## src/rtl/cubic_varispeed_sample_player_assert.svh

```systemverilog
// Assertion macros shared by the voice RTL.
`ifndef CUBIC_VARISPEED_SAMPLE_PLAYER_ASSERT_SVH
`define CUBIC_VARISPEED_SAMPLE_PLAYER_ASSERT_SVH

// Same-cycle implication, quiet during reset.
`define CVSP_ASSERT_NOW(lbl, ante, cons, msg) \
    lbl: assert property (@(posedge i_clk) disable iff (!i_rst_n) (ante) |-> (cons)) \
        else $error(msg);

// Next-cycle implication, quiet during reset.
`define CVSP_ASSERT_NXT(lbl, ante, cons, msg) \
    lbl: assert property (@(posedge i_clk) disable iff (!i_rst_n) (ante) |=> (cons)) \
        else $error(msg);

`endif

```

## src/rtl/cvsp_pkg.sv

```systemverilog
package cvsp_pkg;

    localparam int SAMPLE_BITS    = 24;
    localparam int FRAC_BITS      = 16;
    localparam int IDX_BITS       = 16;
    localparam int LEN_BITS       = 17;
    localparam int PH_BITS        = 33;
    localparam int GAIN_BITS      = 17;
    localparam int SPEED_BITS     = 20;
    localparam int ADDR_IN_BITS   = 16;
    localparam int CFG_IDX_BITS   = 3;
    localparam int CFG_DATA_BITS  = 20;
    localparam int ACC_BITS       = 32;
    localparam int PROD_BITS      = ACC_BITS + GAIN_BITS + 1;
    localparam int GAIN_SHIFT     = 17;
    localparam int CLIP_DEPTH_DEF = 65536;

    localparam logic [GAIN_BITS-1:0]  GAIN_ONE    = GAIN_BITS'(65536);
    localparam logic [SPEED_BITS-1:0] SPEED_RESET = SPEED_BITS'(65536);
    localparam logic [SPEED_BITS-1:0] SPEED_MIN   = SPEED_BITS'(3277);
    localparam logic [SPEED_BITS-1:0] SPEED_MAX   = SPEED_BITS'(524288);

    localparam logic signed [PROD_BITS-1:0] GAIN_ROUND = PROD_BITS'(65536);
    localparam logic signed [PROD_BITS-1:0] SAT_HI =
        PROD_BITS'((64'sd1 <<< (SAMPLE_BITS - 1)) - 64'sd1);
    localparam logic signed [PROD_BITS-1:0] SAT_LO =
        PROD_BITS'(-(64'sd1 <<< (SAMPLE_BITS - 1)));

    // Item opcodes
    typedef enum logic [1:0] {
        OP_WRITE   = 2'd0,
        OP_RENDER  = 2'd1,
        OP_TRIGGER = 2'd2,
        OP_STOP    = 2'd3
    } t_opcode;

    // Register indexes
    localparam logic [CFG_IDX_BITS-1:0] CFG_CLIP_LENGTH  = 3'd0;
    localparam logic [CFG_IDX_BITS-1:0] CFG_STEREO_CLIP  = 3'd1;
    localparam logic [CFG_IDX_BITS-1:0] CFG_GAIN         = 3'd2;
    localparam logic [CFG_IDX_BITS-1:0] CFG_SPEED        = 3'd3;
    localparam logic [CFG_IDX_BITS-1:0] CFG_LOOP         = 3'd4;
    localparam logic [CFG_IDX_BITS-1:0] CFG_FOLLOW       = 3'd5;
    localparam logic [CFG_IDX_BITS-1:0] CFG_MUTE         = 3'd6;

    // Control to the interpolator
    typedef struct packed {
        logic                           start;
        logic                           stereo;
        logic [FRAC_BITS-1:0]           frac;
        logic [GAIN_BITS-1:0]           gain;
        logic [3:0][IDX_BITS-1:0]       idx;
    } t_interp_req;

    // Status from the interpolator
    typedef struct packed {
        logic                           done;
        logic signed [SAMPLE_BITS-1:0]  left;
        logic signed [SAMPLE_BITS-1:0]  right;
    } t_interp_rsp;

endpackage

```

## src/rtl/cvsp_interp.sv

```systemverilog
module cvsp_interp import cvsp_pkg::*; (
    input  logic                          i_clk,
    input  logic                          i_rst_n,
    input  t_interp_req                   i_req,
    output logic [IDX_BITS-1:0]           o_raddr,
    input  logic signed [SAMPLE_BITS-1:0] i_rd_left,
    input  logic signed [SAMPLE_BITS-1:0] i_rd_right,
    output t_interp_rsp                   o_rsp
);

    // step numbers: 0..3 issue tap reads, 1..4 capture, then coefficients,
    // three Horner steps and the gain step
    localparam logic [3:0] CNT_LAST_RD = 4'd4;
    localparam logic [3:0] CNT_COEF    = 4'd5;
    localparam logic [3:0] CNT_H1      = 4'd6;
    localparam logic [3:0] CNT_H2      = 4'd7;
    localparam logic [3:0] CNT_H3      = 4'd8;
    localparam logic [3:0] CNT_GAIN    = 4'd9;

    logic                          r_busy;
    logic [3:0]                    r_cnt;
    logic                          r_done;
    logic signed [SAMPLE_BITS-1:0] r_y   [2][4];
    logic signed [ACC_BITS-1:0]    r_s   [2];
    logic signed [ACC_BITS-1:0]    r_b   [2];
    logic signed [ACC_BITS-1:0]    r_c   [2];
    logic signed [ACC_BITS-1:0]    r_d   [2];
    logic signed [SAMPLE_BITS-1:0] r_out [2];

    logic [GAIN_BITS-1:0]          w_mulb;
    logic signed [ACC_BITS-1:0]    w_a   [2];
    logic signed [ACC_BITS-1:0]    w_b   [2];
    logic signed [ACC_BITS-1:0]    w_c   [2];
    logic signed [ACC_BITS-1:0]    w_d   [2];
    logic signed [PROD_BITS-1:0]   w_prod[2];
    logic signed [ACC_BITS-1:0]    w_hor [2];
    logic signed [PROD_BITS-1:0]   w_g   [2];
    logic signed [SAMPLE_BITS-1:0] w_sat [2];

    assign o_raddr = i_req.idx[r_cnt[1:0]];
    assign w_mulb  = (r_cnt == CNT_GAIN) ? i_req.gain : GAIN_BITS'(i_req.frac);

    // coefficients, shared multiplier, saturation; one lane per channel
    always_comb begin
        logic signed [ACC_BITS-1:0] e0, e1, e2, e3, term;
        for (int k = 0; k < 2; k++) begin
            e0 = ACC_BITS'(r_y[k][0]);
            e1 = ACC_BITS'(r_y[k][1]);
            e2 = ACC_BITS'(r_y[k][2]);
            e3 = ACC_BITS'(r_y[k][3]);
            w_a[k] = (e3 - e0) + (e1 - e2) + (e1 - e2) + (e1 - e2);
            w_b[k] = e0 + e0 - (e1 <<< 2) - e1 + (e2 <<< 2) - e3;
            w_c[k] = e2 - e0;
            w_d[k] = e1 + e1;
            w_prod[k] = PROD_BITS'(r_s[k]) * PROD_BITS'($signed({1'b0, w_mulb}));
            if (r_cnt == CNT_H1) begin
                term = r_b[k];
            end else if (r_cnt == CNT_H2) begin
                term = r_c[k];
            end else begin
                term = r_d[k];
            end
            w_hor[k] = ACC_BITS'(w_prod[k] >>> FRAC_BITS) + term;
            w_g[k]   = (w_prod[k] + GAIN_ROUND) >>> GAIN_SHIFT;
            if (w_g[k] > SAT_HI) begin
                w_sat[k] = SAMPLE_BITS'(SAT_HI);
            end else if (w_g[k] < SAT_LO) begin
                w_sat[k] = SAMPLE_BITS'(SAT_LO);
            end else begin
                w_sat[k] = SAMPLE_BITS'(w_g[k]);
            end
        end
    end

    // step sequencer
    always_ff @(posedge i_clk) begin
        if (!i_rst_n) begin
            r_busy <= 1'b0;
            r_cnt  <= '0;
            r_done <= 1'b0;
        end else begin
            r_done <= 1'b0;
            if (i_req.start) begin
                r_busy <= 1'b1;
                r_cnt  <= '0;
            end else if (r_busy) begin
                r_cnt <= r_cnt + 4'd1;
                if (r_cnt == CNT_GAIN) begin
                    r_busy <= 1'b0;
                    r_done <= 1'b1;
                end
            end
        end
    end

    // datapath words
    always_ff @(posedge i_clk) begin
        if (r_busy) begin
            if (r_cnt != '0 && r_cnt <= CNT_LAST_RD) begin
                r_y[0][2'(r_cnt - 4'd1)] <= i_rd_left;
                r_y[1][2'(r_cnt - 4'd1)] <= i_req.stereo ? i_rd_right : i_rd_left;
            end
            for (int k = 0; k < 2; k++) begin
                if (r_cnt == CNT_COEF) begin
                    r_s[k] <= w_a[k];
                    r_b[k] <= w_b[k];
                    r_c[k] <= w_c[k];
                    r_d[k] <= w_d[k];
                end else if (r_cnt == CNT_H1 || r_cnt == CNT_H2 || r_cnt == CNT_H3) begin
                    r_s[k] <= w_hor[k];
                end else if (r_cnt == CNT_GAIN) begin
                    r_out[k] <= w_sat[k];
                end
            end
        end
    end

    assign o_rsp.done  = r_done;
    assign o_rsp.left  = r_out[0];
    assign o_rsp.right = r_out[1];

endmodule

```

## config.mk

```make
export PLATFORM = sky130hd
export DESIGN_NAME = cvsp_interp
export DESIGN_NICKNAME = d
export VERILOG_FILES = /design/src/rtl/cubic_varispeed_sample_player_assert.svh /design/src/rtl/cvsp_pkg.sv /design/src/rtl/cvsp_interp.sv
export SDC_FILE = /design/constraint.sdc
export NUM_CORES = 2
export LEC_CHECK = 0
export ABC_AREA = 1
export CORE_AREA = 3 3 509 511
export CTS_BUF_LIST = sky130_fd_sc_hd__clkbuf_8
export CTS_CLUSTER_DIAMETER = 30
export DETAILED_ROUTE_END_ITERATION = 8
export DIE_AREA = 0 0 512 514
export DONT_BUFFER_PORTS = 1
export SYNTH_ARGS = -nofsm -noshare
export SYNTH_HDL_FRONTEND = slang
export SYNTH_SLANG_ARGS = --single-unit
export TNS_END_PERCENT = 30
```

## constraint.sdc

```tcl
create_clock -name i_clk -period 10.9 [get_ports i_clk]
set_clock_uncertainty 0.1 [all_clocks]
set_input_delay 1.09 -clock i_clk [delete_from_list [all_inputs] [get_ports i_clk]]
set_output_delay 1.09 -clock i_clk [all_outputs]
set_load 0.01 [all_outputs]
```

==> metrics.csv <==
metric,value,unit
unrepaired setup endpoints after global routing,false,
vias in the first global route,60560,
GP Congestion,0.9492,
Startpoint Class,flip-flop,
Tightest Hold Check Type,in2reg,
core area,254400,um^2
DP HPWL,198000,um
# hold bufs at CTS,0,
CP max stage delay,0.88,ns
vias post-DR,59410,
row count,185,
"commonest non-fill, non-tap cell in the layout",inv_1,
drt initial violations,4546,
clock tree buffer depth,3,
R2R cell count,40,
synth warn,0,
Final Setup Violations,0,
worst hold path startpoint,i_rd_left[17],
Nets,11140,
routed wire length,235400,um
Slew Limit Fails,0,
"Setup Fix Bufs, Post-CTS",0,
Final Cycle Share,93.92,%
syn_nets,11170,
via density per instance,4.701,
crit path kind,reg2reg,
I/O Buffers,0,
Fin. Hold Viols,0,
Critical Path AT,10.65,ns
initial antenna violation count,12,
Ports,214,
Tmin final,10.24,ns
status,completed,
root buffer cell,clkbuf_8,
TNS Setup,0,ns
Unique masters post-synth,61,
clk_lat worst skew,0.87,ns
Mapped Area,76470,um^2
H-tree depth,3,
share of cells above drive strength 1,4.846,%
Area Growth Syn to Fin,8.869,%
die height,514,um
worst reg2reg setup slack,0.66,ns
max_cap viols,0,
origin of the critical flop-to-flop path,r_cnt[1]$_SDFFE_PP0P_,
CTS tree,built,
"Avg Cell Area, Syn",8.307,um^2
CP dominant cell by count,inv_1,
measured slew at the worst slew-check pin,1.000,ns
largest net degree at the start of global routing,145,
Overflow after GRT,0,
Starting Density,30.06,%
Worst R2R End,r_s[1][27]$_DFFE_PP_,
WL per Instance,18.62,um
number of remaining DRC errors,0,
crit-path max FO,32,
Critical Path Sink,r_s[1][27]$_DFFE_PP_,
TritonRoute pass-1 iters,8,
worst setup path startpoint,r_cnt[1]$_SDFFE_PP0P_,
Async SR Flop Fraction,0,%
most frequent cells in the layout,"2121 x inv_1, 1820 x nand2_1, 1294 x fa_1",
Die Wd,512,um
CP max-delay cell,fa_1,
Fmax,0.09768,GHz
Synth Flop Type,edfxtp_1,
Die ar.,263200,um^2
Num Clock Sinks,468,
Yosys reg bits,468,
CTS resizes,0,
post-route ant nets,0,
Slew headroom,32.62,%
WP data required,11.31,ns
global-route wire length before repair,365500,um
"EDFF count, synth",462,
Mapped Cells,9206,
Worst-path clk slew,0.06,ns
GR Util All Layers,17.94,%
cts bufs inserted,101,
Worst Setup End Kind,flip-flop,
register area share after synthesis,18.30,%
-- worst min path at each step --
stage	to	slack, ns	cells past startpoint
after detailed placement	r_d[0][33]$_DFFE_PP_	0.44	0
final	r_y[0][41]$_DFFE_PP_	0.22	0
after global placement	r_d[0][33]$_DFFE_PP_	0.43	0
after CTS	r_y[0][16]$_DFFE_PP_	0.13	0
after floorplan	r_d[0][1]$_DFFE_PP_	0.39	0
after global routing	r_y[0][41]$_DFFE_PP_	0.18	0
-- worst max-delay path: cells and delay by family, from the launching register on --
| family | cells | cell delay [ns] |
|---|---|---|
| simple gates | 16 | 2.52 |
| compound gates | 4 | 0.46 |
| fa+ha+maj | 9 | 4.62 |
| flops | 1 | 0.31 |
| buf+inv | 11 | 1.80 |
-- through the flow --
stage / hold WS, ns / instance area [um^2] / setup slack (ns) / utilization [%] / cells
CTS: 0.1316 / 83240 / 0.6986 / 32.72 / 12630
floorplan: 0.3862 / 76470 / 1.263 / - / 9206
finish: 0.2238 / 83260 / 0.6623 / 32.73 / 12640
global placement: 0.4265 / 80790 / 0.8234 / 31.76 / 12450
global route: 0.1835 / 83250 / 0.1032 / 32.72 / 12630
detailed placement: 0.4442 / 80790 / 0.8358 / 31.76 / 12450
-- cell usage after synthesis (all sizes together) (12+ instances only) --
| cell type | n | share of area [%] |
|---|---|---|
| edfxtp | 462 | 18 |
| nor2 | 1123 | 5.6 |
| inv | 2124 | 10 |
| a21boi | 30 | 0.29 |
| clkbuf | 181 | 0.89 |
| xnor2 | 103 | 1.2 |
| o22ai | 17 | 0.14 |
| xor2 | 149 | 1.7 |
| nand2 | 1854 | 9.2 |
| a31oi | 64 | 0.52 |
| o21bai | 26 | 0.26 |
| fa | 1294 | 34 |
| nand4 | 64 | 0.52 |
| o21a | 12 | 0.12 |
| o21ai | 291 | 1.9 |
| buf | 41 | 0.28 |
| ha | 519 | 8.5 |
| or2 | 34 | 0.28 |
| nand3b | 20 | 0.20 |
| a21oi | 410 | 2.7 |
| nor4 | 16 | 0.14 |
| clkinv | 18 | 0.088 |
| nor3 | 44 | 0.31 |
| mux2 | 25 | 0.37 |
| a21o | 19 | 0.19 |
| nand3 | 215 | 1.4 |
-- kinds of logic after synthesis --
group / synth area share [%]
DFF: 18.30
muxes: 0.3812
AOI/OAI and AO/OA: 6.530
and+or+nand+nor: 17.81
adders and majority gates: 42.37
buffers and inverters: 11.69
xor gates and xnor gates: 2.925
-- cell type report --
| cell class | instances | area, um^2 |
|---|---|---|
| inverter | 2142 | 8040 |
| clock buffer | 105 | 1445 |
| timing repair buffer | 95 | 750.7 |
| multi-input combinational | 6374 | 53790 |
| sequential | 468 | 13990 |
| antenna | 6 | 15.01 |
| tap | 3366 | 4212 |
| clock inverter | 82 | 1010 |
| fill | 26720 | 171100 |
-- metal layers --
layer	track usage, %	routed length [um]	up-vias
met5	0	34	-
met4	4.297	5689	4
met3	3.068	17160	272
met2	29.15	108100	1832
met1	24.83	104400	29370
li1	-	-	27930
-- sequential cells by signal, indices dropped and copies added, names as in the netlist --
| name | cells |
|---|---|
| r_out | 48 |
| r_y | 192 |
| r_busy | 1 |
| r_s | 64 |
| r_done | 1 |
| r_b | 60 |
| r_cnt | 4 |
| r_d | 48 |
| r_c | 50 |
Power is left out: the tool's default activity adds up to more than one toggle a clock period on the data nets, which glitch-free logic cannot reach.
